$ cat src/sv/dtt_pkg.sv
// dtt_pkg: request mode codes, sequencer states and scan kinds for the
// deadline timer table. No dependencies.
`default_nettype none

package dtt_pkg;

  // request modes
  localparam logic [2:0] MODE_ADD     = 3'd0;
  localparam logic [2:0] MODE_CANCEL  = 3'd1;
  localparam logic [2:0] MODE_REFRESH = 3'd2;
  localparam logic [2:0] MODE_RESET   = 3'd3;
  localparam logic [2:0] MODE_EXPIRE  = 3'd4;
  localparam logic [2:0] MODE_QUERY   = 3'd5;

  // rollover window after reset: one hour in ms
  localparam logic [31:0] WINDOW_RESET = 32'(60 * 60 * 1000);

  // width of the interval_ms result field
  localparam int IV_BITS = 48;

  typedef enum logic [3:0] {
    ST_IDLE,
    ST_DECODE,
    ST_FREE,
    ST_ADD_WR,
    ST_REFRESH_WR,
    ST_RESET_CHK,
    ST_RESET_WR,
    ST_SCAN,
    ST_POST,
    ST_FIRE
  } state_t;

  // what one pass over the slots looks for
  typedef enum logic [1:0] {
    SK_EARLIEST,
    SK_DUE,
    SK_MINDUE
  } scan_kind_t;

endpackage

`default_nettype wire

$ cat src/sv/deadline_timer_table_top.sv
// deadline_timer_table_top: timer slot table with a slot-serial compare unit.
// Depends on dtt_pkg (modes, states, scan kinds).
//
//  channel  | ports                                   | handshake
//  ---------+-----------------------------------------+--------------------------
//  request  | in_mode in_now_ms in_slot in_period_ms  | start && !busy
//           | in_repeat_req in_restart_now            |
//  result   | out_ok out_result_slot out_interval_ms  | out_valid, one cycle,
//           | out_front_notify out_fired out_last     | no back pressure
//  config   | cfg_rollover_window_ms                  | cfg_valid && cfg_ready
//
// Cancel, failed refresh, unused modes, refresh and a reset that ends at its check
// give their result without a slot scan. A slot scan reads one memory entry per
// cycle. Query and an expire check run a scan, reset runs one after its check, and
// add runs one after a free-slot search, which ends with a failed result on a
// full table. An expire check with due slots runs a further scan after each fired
// slot but the last. Reset clears all slots to inactive at once; no clearing pass
// is needed. busy drops in the cycle of the last result; the receiver cannot stall
// results.
`default_nettype none

module deadline_timer_table_top #(
  parameter int TIMER_SLOTS = 16,
  parameter int TIME_BITS   = 48
) (
  input  wire logic        clk,
  input  wire logic        rst_n,
  // request
  input  wire logic        start,
  output logic             busy,
  input  wire logic [2:0]  in_mode,
  input  wire logic [47:0] in_now_ms,
  input  wire logic [3:0]  in_slot,
  input  wire logic [47:0] in_period_ms,
  input  wire logic        in_repeat_req,
  input  wire logic        in_restart_now,
  // result
  output logic             out_valid,
  output logic             out_ok,
  output logic [3:0]       out_result_slot,
  output logic [47:0]      out_interval_ms,
  output logic             out_front_notify,
  output logic             out_fired,
  output logic             out_last,
  // config
  input  wire logic        cfg_valid,
  output logic             cfg_ready,
  input  wire logic [31:0] cfg_rollover_window_ms
);

  localparam int IDX_W = $clog2(TIMER_SLOTS);
  localparam int CNT_W = IDX_W + 1;
  localparam int IV_W  = dtt_pkg::IV_BITS;

  typedef logic [TIME_BITS-1:0] tm_t;
  typedef logic [IDX_W-1:0]     idx_t;
  typedef logic [CNT_W-1:0]     cnt_t;

  // now plus period, saturating at all ones
  function automatic tm_t sat_add(input tm_t a, input tm_t b);
    logic [TIME_BITS:0] s;
    s = {1'b0, a} + {1'b0, b};
    return s[TIME_BITS] ? '1 : s[TIME_BITS-1:0];
  endfunction

  // slot memories; period entry carries the repeat flag on top
  tm_t                  dl_mem [TIMER_SLOTS];
  logic [TIME_BITS:0]   pr_mem [TIMER_SLOTS];
  tm_t                  dl_rd_r;
  logic [TIME_BITS:0]   pr_rd_r;

  logic [TIMER_SLOTS-1:0] active_r;
  logic [TIMER_SLOTS-1:0] due_r;

  // request fields
  logic [2:0] mode_r;
  tm_t        now_r;
  logic [3:0] slot_r;
  tm_t        per_r;
  logic       rep_r;
  logic       fnow_r;
  logic       slot_vld_r;

  // sequencer state
  dtt_pkg::state_t     state_r, state_nxt;
  dtt_pkg::scan_kind_t kind_r, kind_nxt;
  cnt_t       cnt_r, cnt_nxt;
  idx_t       tgt_r, tgt_nxt;
  logic       best_found_r, best_found_nxt;
  idx_t       best_idx_r, best_idx_nxt;
  tm_t        best_dl_r, best_dl_nxt;
  logic [TIME_BITS:0] best_pr_r, best_pr_nxt;
  logic       any_r, any_nxt;
  cnt_t       due_cnt_r, due_cnt_nxt;
  cnt_t       fire_cnt_r, fire_cnt_nxt;
  logic       roll_r, roll_nxt;
  tm_t        start_r, start_nxt;
  logic       noticed_r, noticed_nxt;
  tm_t        last_check_r, last_check_nxt;
  logic [31:0] window_r;

  // write strobes and result to send
  logic               dl_we, pr_we;
  idx_t               dl_wa, pr_wa;
  tm_t                dl_wd;
  logic [TIME_BITS:0] pr_wd;
  idx_t               rd_addr;
  logic               act_set, act_clr;
  idx_t               act_idx;
  logic               due_we, due_val;
  idx_t               due_idx;
  logic               emit, e_ok, e_fn, e_fi, e_last;
  logic [3:0]         e_slot;
  logic [IV_W-1:0]    e_iv;

  // scan helpers
  logic  accept;
  logic  slot_vld_in;
  cnt_t  cnt_m1;
  idx_t  ci;
  logic  cand;
  logic  scan_go;
  cnt_t  fire_inc;
  logic  is_last;

  assign accept      = start && !busy;
  assign busy        = (state_r != dtt_pkg::ST_IDLE);
  assign cfg_ready   = 1'b1;
  assign slot_vld_in = (32'(in_slot) < 32'(TIMER_SLOTS));
  assign cnt_m1      = cnt_r - cnt_t'(1);
  assign ci          = cnt_m1[IDX_W-1:0];
  assign fire_inc    = fire_cnt_r + cnt_t'(1);
  assign is_last     = (fire_inc == due_cnt_r);
  assign rd_addr     = (state_r == dtt_pkg::ST_SCAN) ? cnt_r[IDX_W-1:0] : tgt_r;

  // slot memories, registered read
  always_ff @(posedge clk) begin
    if (dl_we) dl_mem[dl_wa] <= dl_wd;
    if (pr_we) pr_mem[pr_wa] <= pr_wd;
    dl_rd_r <= dl_mem[rd_addr];
    pr_rd_r <= pr_mem[rd_addr];
  end

  // request capture on transfer
  always_ff @(posedge clk) begin
    if (accept) begin
      mode_r     <= in_mode;
      now_r      <= TIME_BITS'(in_now_ms);
      slot_r     <= in_slot;
      per_r      <= TIME_BITS'(in_period_ms);
      rep_r      <= in_repeat_req;
      fnow_r     <= in_restart_now;
      slot_vld_r <= slot_vld_in;
    end
  end

  // active and due flags
  always_ff @(posedge clk) begin
    if (!rst_n) begin
      active_r <= '0;
      due_r    <= '0;
    end else begin
      if (act_set) active_r[act_idx] <= 1'b1;
      if (act_clr) active_r[act_idx] <= 1'b0;
      if (due_we)  due_r[due_idx]    <= due_val;
    end
  end

  // rollover window register
  always_ff @(posedge clk) begin
    if (!rst_n) begin
      window_r <= dtt_pkg::WINDOW_RESET;
    end else if (cfg_valid && cfg_ready) begin
      window_r <= cfg_rollover_window_ms;
    end
  end

  // sequencer registers
  always_ff @(posedge clk) begin
    if (!rst_n) begin
      state_r      <= dtt_pkg::ST_IDLE;
      kind_r       <= dtt_pkg::SK_EARLIEST;
      cnt_r        <= '0;
      noticed_r    <= 1'b0;
      last_check_r <= '0;
      best_found_r <= 1'b0;
      any_r        <= 1'b0;
      due_cnt_r    <= '0;
      fire_cnt_r   <= '0;
      roll_r       <= 1'b0;
    end else begin
      state_r      <= state_nxt;
      kind_r       <= kind_nxt;
      cnt_r        <= cnt_nxt;
      noticed_r    <= noticed_nxt;
      last_check_r <= last_check_nxt;
      best_found_r <= best_found_nxt;
      any_r        <= any_nxt;
      due_cnt_r    <= due_cnt_nxt;
      fire_cnt_r   <= fire_cnt_nxt;
      roll_r       <= roll_nxt;
    end
  end

  // datapath registers without reset
  always_ff @(posedge clk) begin
    tgt_r      <= tgt_nxt;
    best_idx_r <= best_idx_nxt;
    best_dl_r  <= best_dl_nxt;
    best_pr_r  <= best_pr_nxt;
    start_r    <= start_nxt;
  end

  // next state, memory writes and result
  always_comb begin
    state_nxt      = state_r;
    kind_nxt       = kind_r;
    cnt_nxt        = cnt_r;
    tgt_nxt        = tgt_r;
    best_found_nxt = best_found_r;
    best_idx_nxt   = best_idx_r;
    best_dl_nxt    = best_dl_r;
    best_pr_nxt    = best_pr_r;
    any_nxt        = any_r;
    due_cnt_nxt    = due_cnt_r;
    fire_cnt_nxt   = fire_cnt_r;
    roll_nxt       = roll_r;
    start_nxt      = start_r;
    noticed_nxt    = noticed_r;
    last_check_nxt = last_check_r;
    dl_we   = 1'b0;
    dl_wa   = tgt_r;
    dl_wd   = sat_add(now_r, per_r);
    pr_we   = 1'b0;
    pr_wa   = tgt_r;
    pr_wd   = {rep_r, per_r};
    act_set = 1'b0;
    act_clr = 1'b0;
    act_idx = tgt_r;
    due_we  = 1'b0;
    due_val = 1'b0;
    due_idx = ci;
    emit    = 1'b0;
    e_ok    = 1'b0;
    e_slot  = '0;
    e_iv    = '0;
    e_fn    = 1'b0;
    e_fi    = 1'b0;
    e_last  = 1'b1;
    cand    = 1'b0;
    scan_go = 1'b0;

    case (state_r)
      dtt_pkg::ST_IDLE: begin
        if (start) begin
          tgt_nxt   = slot_vld_in ? idx_t'(in_slot) : '0;
          state_nxt = dtt_pkg::ST_DECODE;
        end
      end

      dtt_pkg::ST_DECODE: begin
        case (mode_r)
          dtt_pkg::MODE_ADD: begin
            cnt_nxt   = '0;
            state_nxt = dtt_pkg::ST_FREE;
          end
          dtt_pkg::MODE_CANCEL: begin
            emit   = 1'b1;
            e_slot = slot_r;
            if (slot_vld_r && active_r[tgt_r]) begin
              act_clr = 1'b1;
              e_ok    = 1'b1;
            end
            state_nxt = dtt_pkg::ST_IDLE;
          end
          dtt_pkg::MODE_REFRESH: begin
            if (slot_vld_r && active_r[tgt_r]) begin
              state_nxt = dtt_pkg::ST_REFRESH_WR;
            end else begin
              emit      = 1'b1;
              e_slot    = slot_r;
              state_nxt = dtt_pkg::ST_IDLE;
            end
          end
          dtt_pkg::MODE_RESET: begin
            if (slot_vld_r) begin
              state_nxt = dtt_pkg::ST_RESET_CHK;
            end else begin
              emit      = 1'b1;
              e_slot    = slot_r;
              state_nxt = dtt_pkg::ST_IDLE;
            end
          end
          dtt_pkg::MODE_EXPIRE: begin
            roll_nxt     = (now_r < last_check_r) &&
                           ((last_check_r - now_r) > TIME_BITS'(window_r));
            due_cnt_nxt  = '0;
            fire_cnt_nxt = '0;
            kind_nxt     = dtt_pkg::SK_DUE;
            scan_go      = 1'b1;
          end
          dtt_pkg::MODE_QUERY: begin
            noticed_nxt = 1'b0;
            kind_nxt    = dtt_pkg::SK_EARLIEST;
            scan_go     = 1'b1;
          end
          default: begin
            emit      = 1'b1;
            state_nxt = dtt_pkg::ST_IDLE;
          end
        endcase
      end

      // lowest free slot, one flag per cycle
      dtt_pkg::ST_FREE: begin
        if (!active_r[cnt_r[IDX_W-1:0]]) begin
          tgt_nxt   = cnt_r[IDX_W-1:0];
          state_nxt = dtt_pkg::ST_ADD_WR;
        end else if (cnt_r == cnt_t'(TIMER_SLOTS - 1)) begin
          emit      = 1'b1;
          state_nxt = dtt_pkg::ST_IDLE;
        end else begin
          cnt_nxt = cnt_r + cnt_t'(1);
        end
      end

      dtt_pkg::ST_ADD_WR: begin
        dl_we    = 1'b1;
        pr_we    = 1'b1;
        act_set  = 1'b1;
        kind_nxt = dtt_pkg::SK_EARLIEST;
        scan_go  = 1'b1;
      end

      dtt_pkg::ST_REFRESH_WR: begin
        dl_we     = 1'b1;
        dl_wd     = sat_add(now_r, pr_rd_r[TIME_BITS-1:0]);
        emit      = 1'b1;
        e_ok      = 1'b1;
        e_slot    = slot_r;
        state_nxt = dtt_pkg::ST_IDLE;
      end

      // reset: unchanged period counted from the old start is a no-op
      dtt_pkg::ST_RESET_CHK: begin
        if (per_r == pr_rd_r[TIME_BITS-1:0] && !fnow_r) begin
          emit      = 1'b1;
          e_ok      = 1'b1;
          e_slot    = slot_r;
          state_nxt = dtt_pkg::ST_IDLE;
        end else if (!active_r[tgt_r]) begin
          emit      = 1'b1;
          e_slot    = slot_r;
          state_nxt = dtt_pkg::ST_IDLE;
        end else begin
          if (fnow_r) begin
            start_nxt = now_r;
          end else if (dl_rd_r >= pr_rd_r[TIME_BITS-1:0]) begin
            start_nxt = dl_rd_r - pr_rd_r[TIME_BITS-1:0];
          end else begin
            start_nxt = '0;
          end
          state_nxt = dtt_pkg::ST_RESET_WR;
        end
      end

      dtt_pkg::ST_RESET_WR: begin
        dl_we    = 1'b1;
        dl_wd    = sat_add(start_r, per_r);
        pr_we    = 1'b1;
        pr_wd    = {pr_rd_r[TIME_BITS], per_r};
        kind_nxt = dtt_pkg::SK_EARLIEST;
        scan_go  = 1'b1;
      end

      // issue slot cnt, compare slot cnt-1 against the running best
      dtt_pkg::ST_SCAN: begin
        if (cnt_r != '0) begin
          case (kind_r)
            dtt_pkg::SK_EARLIEST: cand = active_r[ci];
            dtt_pkg::SK_DUE:      cand = active_r[ci] && (roll_r || dl_rd_r <= now_r);
            dtt_pkg::SK_MINDUE:   cand = due_r[ci];
            default:              cand = 1'b0;
          endcase
          if (kind_r == dtt_pkg::SK_DUE) begin
            due_we  = 1'b1;
            due_val = cand;
            if (cand) due_cnt_nxt = due_cnt_r + cnt_t'(1);
            if (active_r[ci]) any_nxt = 1'b1;
          end
          if (cand && (!best_found_r || dl_rd_r < best_dl_r)) begin
            best_found_nxt = 1'b1;
            best_idx_nxt   = ci;
            best_dl_nxt    = dl_rd_r;
            best_pr_nxt    = pr_rd_r;
          end
        end
        if (cnt_r == cnt_t'(TIMER_SLOTS)) begin
          state_nxt = dtt_pkg::ST_POST;
        end else begin
          cnt_nxt = cnt_r + cnt_t'(1);
        end
      end

      dtt_pkg::ST_POST: begin
        case (kind_r)
          dtt_pkg::SK_EARLIEST: begin
            emit      = 1'b1;
            e_ok      = 1'b1;
            state_nxt = dtt_pkg::ST_IDLE;
            if (mode_r == dtt_pkg::MODE_QUERY) begin
              if (best_found_r) begin
                e_slot = 4'(best_idx_r);
                e_iv   = (now_r >= best_dl_r) ? '0 : IV_W'(best_dl_r - now_r);
              end else begin
                e_iv = '1;
              end
            end else begin
              // add or reset: notice when the new slot is in front
              e_slot = (mode_r == dtt_pkg::MODE_ADD) ? 4'(tgt_r) : slot_r;
              if (best_found_r && best_idx_r == tgt_r && !noticed_r) begin
                e_fn        = 1'b1;
                noticed_nxt = 1'b1;
              end
            end
          end
          dtt_pkg::SK_DUE: begin
            if (!any_r) begin
              emit      = 1'b1;
              e_ok      = 1'b1;
              state_nxt = dtt_pkg::ST_IDLE;
            end else begin
              last_check_nxt = now_r;
              if (due_cnt_r == '0) begin
                emit      = 1'b1;
                e_ok      = 1'b1;
                state_nxt = dtt_pkg::ST_IDLE;
              end else begin
                state_nxt = dtt_pkg::ST_FIRE;
              end
            end
          end
          default: begin
            state_nxt = dtt_pkg::ST_FIRE;
          end
        endcase
      end

      // report the earliest pending due slot, then rearm or free it
      dtt_pkg::ST_FIRE: begin
        emit         = 1'b1;
        e_ok         = 1'b1;
        e_fi         = 1'b1;
        e_slot       = 4'(best_idx_r);
        e_last       = is_last;
        fire_cnt_nxt = fire_inc;
        due_we       = 1'b1;
        due_val      = 1'b0;
        due_idx      = best_idx_r;
        act_idx      = best_idx_r;
        dl_wa        = best_idx_r;
        if (best_pr_r[TIME_BITS]) begin
          dl_we = 1'b1;
          dl_wd = sat_add(now_r, best_pr_r[TIME_BITS-1:0]);
        end else begin
          act_clr = 1'b1;
        end
        if (is_last) begin
          state_nxt = dtt_pkg::ST_IDLE;
        end else begin
          kind_nxt = dtt_pkg::SK_MINDUE;
          scan_go  = 1'b1;
        end
      end

      default: begin
        state_nxt = dtt_pkg::ST_IDLE;
      end
    endcase

    // start of a slot pass
    if (scan_go) begin
      cnt_nxt        = '0;
      best_found_nxt = 1'b0;
      any_nxt        = 1'b0;
      state_nxt      = dtt_pkg::ST_SCAN;
    end
  end

  // result registers, one cycle per transfer
  always_ff @(posedge clk) begin
    if (!rst_n) begin
      out_valid <= 1'b0;
    end else begin
      out_valid <= emit;
    end
  end

  always_ff @(posedge clk) begin
    if (emit) begin
      out_ok           <= e_ok;
      out_result_slot  <= e_slot;
      out_interval_ms  <= e_iv;
      out_front_notify <= e_fn;
      out_fired        <= e_fi;
      out_last         <= e_last;
    end
  end

endmodule

`default_nettype wire

$ cat config.mk
export PLATFORM = sky130hd
export DESIGN_NAME = deadline_timer_table_top
export DESIGN_NICKNAME = d
export VERILOG_FILES = /design/src/sv/dtt_pkg.sv /design/src/sv/deadline_timer_table_top.sv
export SDC_FILE = /design/constraint.sdc
export NUM_CORES = 2
export LEC_CHECK = 0
export CORE_MARGIN = 2
export CORE_UTILIZATION = 60
export CTS_BUF_LIST = sky130_fd_sc_hd__clkbuf_4
export DETAILED_ROUTE_END_ITERATION = 7
export DONT_BUFFER_PORTS = 1
export HOLD_SLACK_MARGIN = 0.15
export PLACE_DENSITY = 0.89
export SYNTH_ARGS = -nofsm -noshare
export SYNTH_HDL_FRONTEND = slang
export SYNTH_SLANG_ARGS = --single-unit
$ cat constraint.sdc
create_clock -name clk -period 8.2 [get_ports clk]
set_clock_uncertainty 0.2 [all_clocks]
set_input_delay 0.82 -clock clk [delete_from_list [all_inputs] [get_ports clk]]
set_output_delay 0.82 -clock clk [all_outputs]
set_load 0.05 [all_outputs]
==> results.md <==
* Commonest non-fill, non-tap cell in the layout: edfxtp_1
* CTS H-tree depth at 6
* Final Slew Violations at 0
* IO buf count at 0
* Drt total wl at 349 mm
* DP HPWL at 226 mm
* Die ar. at 172000 µm²
* Number of synthesized flops with an enable pin at 1866
* Post-DRT Antenna Nets at 0
* Vias in the first global route at 73400
* # DRC at 35
* Final min period at 6.92 ns
* Fin Setup TNS at 0 ns
* CP Capture Type: flip-flop
* Worst slew pin tran at 1.39 ns
* PwrDens at 376 nW/µm²
* VDD IR max at 0.246 mV
* CTS buffer count at 535
* Largest net degree at the start of global routing at 131
* Slowest CP cell: a31o_2
* Post-synthesis cell type count at 100
* Vert. Die Dim at 415 µm
* Headroom to the max-slew limit at 7.01%
* Commonest cells after routing, fill and taps aside: edfxtp_1 (1866), clkbuf_4 (771), nand2_1 (654), ha_1 (470), a21oi_1 (452)
* Global route overflow at 0
* Vias/cell at 6.92
* Crit Path Category: reg -> reg
* Clock latency on the worst-skew pair at 1.48 ns
* Die width at 415 µm
* Hold path cells at 2
* Synth Register Bits at 2101
* Clock slew at reported path FFs at 0.07 ns
* Lkg Pwr at 41.4 nW
* Max-Cap Viols at 0
* Seq/Total Area, Yosys at 59.9%
* Crit path cell chain: ha_1 > inv_1 > fa_1 > nand2b_1 > a211o_1 > a21oi_1 > a221oi_2 > o21ai_1 > a31oi_2 > o41a_2 > o21ai_2 > a31o_2 > buf_4 > a21o_1 > a211oi_1 > nor2_1
* Min-Delay Path Class: in -> reg
* Core area at 168000 µm²
* Syn-to-layout area delta at 12.6%
* CP Max Fanout at 37
* Routability cong. at 1.07
* Final period utilization at 84.4%
* Syn_nets at 8098
* CTS sink count at 2101
* Ratio of cells with drive above 1 in the final layout at 17.7%
* # nets final at 8730
* FMAX at 145 MHz
* First-pass GRT wire length at 495 mm
* Main synth FF type: edfxtp_1
* Worst r2r path cells at 16
* Violated checks: DRC
* CTS tree: yes
* Number of cells on the critical path at 16
* Syn avg cell area at 13.6 µm²
* Initial core utilization at 60.5%
* Ys async rst share at 0%
* Initial antenna violation count at 25
* Yosys Warn Count at 0
* GRT Overall Usage at 39.9%
* Hold_ws at 0.253 ns
* Drt pass-1 iters at 8
* Crit path largest cell delay at 0.95 ns
* Final Hold Vio Count at 0
* Mapped Area at 101000 µm²
* Status: finished with violations
* CP required at 9.10 ns
* Average wire per standard cell at 32.5 µm
* Critical path buffer and inverter count at 2
* Setup Viol. Count Final at 0
* Setup crit start kind: flip-flop
* Fillcell total at 10900
* CTS Buffer Depth at 4
* CP delay by family, top: compound AO/OA/AOI/OAI gates
* Via count at 74300
* RSZ-0062 raised after global routing: false
* Post-CTS setup buffers at 0
* Root Driver: clkbuf_4
* DR iter-0 viols at 11500
* Data arrival time of the worst path at 7.82 ns
* I/O Pins at 200
* Rows at 150
* Synthesized instance count at 7480
==> worst paths after layout <==
kind / slack [ns] / to / startpoint
worst max-delay path: 1.28 / dl_mem[11][6]$_DFFE_PP_ / per_r[0]$_DFFE_PP_
worst min-delay path: 0.25 / slot_r[1]$_DFFE_PP_ / start
worst max register to register: 1.28 / dl_mem[11][6]$_DFFE_PP_ / per_r[0]$_DFFE_PP_
worst min register to register: 0.26 / last_check_r[37]$_SDFFE_PN0P_ / last_check_r[37]$_SDFFE_PN0P_
==> metal layers <==
metal  vias to the layer above  wire (µm)  track usage, %
li1                      30600          -               -
met1                     35900     116000            48.1
met2                      6236     155000            60.1
met3                      1524      49400            14.2
met4                        22      28100            27.9
met5                         -        182               0
==> power breakdown <==
group          leakage [nW]  total, mW  internal [mW]  switching [mW]
sequential             18.7       16.3           14.3            1.97
combinational          18.6       17.5           6.01            11.5
clock                  4.00       9.14           4.61            4.53
==> synth_stat cells, types with 11 or more instances <==
cell type	number	area, µm²
a211oi_1	139	1040
a21o_1	261	1960
a21oi_1	455	2280
a221oi_1	16	140
a22o_1	17	149
a31o_2	14	123
a31oi_1	166	1040
a41oi_1	12	105
and2_1	113	707
and3_1	47	294
and4_1	11	96.3
buf_1	31	116
buf_2	59	295
clkbuf_1	265	995
dfxtp_1	235	4700
edfxtp_1	1866	56000
ha_1	470	5880
inv_1	281	1050
mux2i_1	29	290
mux4_2	406	9140
nand2_1	656	2460
nand2b_1	62	388
nand3_1	92	460
nand4_1	124	776
nor2_1	312	1170
nor2b_1	59	369
nor3_1	63	315
nor4_1	27	169
o2111ai_1	12	105
o211ai_1	39	293
o21a_1	54	405
o21ai_0	375	1880
o21ai_1	19	95.1
o21bai_1	49	368
o22ai_1	12	75.1
o31a_1	11	96.3
o31ai_1	56	420
or3_1	19	119
xnor2_1	206	1800
xor2_1	145	1270
==> area by class of cell <==
class                   instances  area, µm²  area share, %
repair buffers                462       4440           3.88
flip-flops and latches       2101      60700           53.2
clock inverters               157        866          0.758
clock buffers                 771       5790           5.07
multi-input cells            4730      38500           33.7
diodes                         27       67.6         0.0592
inverters                     282       1060          0.927
well taps                    2204       2760           2.41
==> metrics by stage <==
step	cells	power, mW	instance area [µm²]	setup WS, ns	utilization (%)
final	10700	42.9	114000	1.28	68.1
after global routing	10700	44.1	114000	1.19	68.1
after CTS	10700	41.9	114000	1.48	68.1
after detailed placement	9469	32.7	104000	1.57	62.3
after global placement	9469	32.3	104000	1.83	62.3
after floorplan	7480	26.5	101000	2.05	-
==> flip-flops by register name, indices dropped and copies added, names as in the netlist, 16 cells and up <==
name             count
best_dl_r           48
due_r               16
best_pr_r           49
dl_rd_r             48
out_interval_ms     48
dl_mem             768
window_r            32
last_check_r        48
now_r               48
start_r             48
pr_mem             784
active_r            16
pr_rd_r             49
per_r               48
==> kinds of logic (layout without fill, tap and decap cells) <==
| logic type | Yosys count | in the layout | synth area share, % |
|---|---|---|---|
| AO/OA/AOI/OAI | 1835 | 1835 | 11.7 |
| XOR/XNOR | 351 | 351 | 3.03 |
| adder cells (fa/ha/maj) | 477 | 477 | 5.94 |
| buffers and inverters | 649 | 1672 | 2.51 |
| flip-flops | 2101 | 2101 | 59.9 |
| multiplexers | 443 | 443 | 9.39 |
| other | 1 | 28 | 0.00370 |
| AND/OR/NAND/NOR | 1623 | 1623 | 7.51 |
==> repair_timing <==
| item | 4_1_cts | 5_1_grt |
|---|---|---|
| hold endpoints to repair | 351 | 0 |
| resized for setup | 0 | 0 |
| hold buffers | 310 | 0 |
No activity file was read; power rests on OpenSTA's default activity.
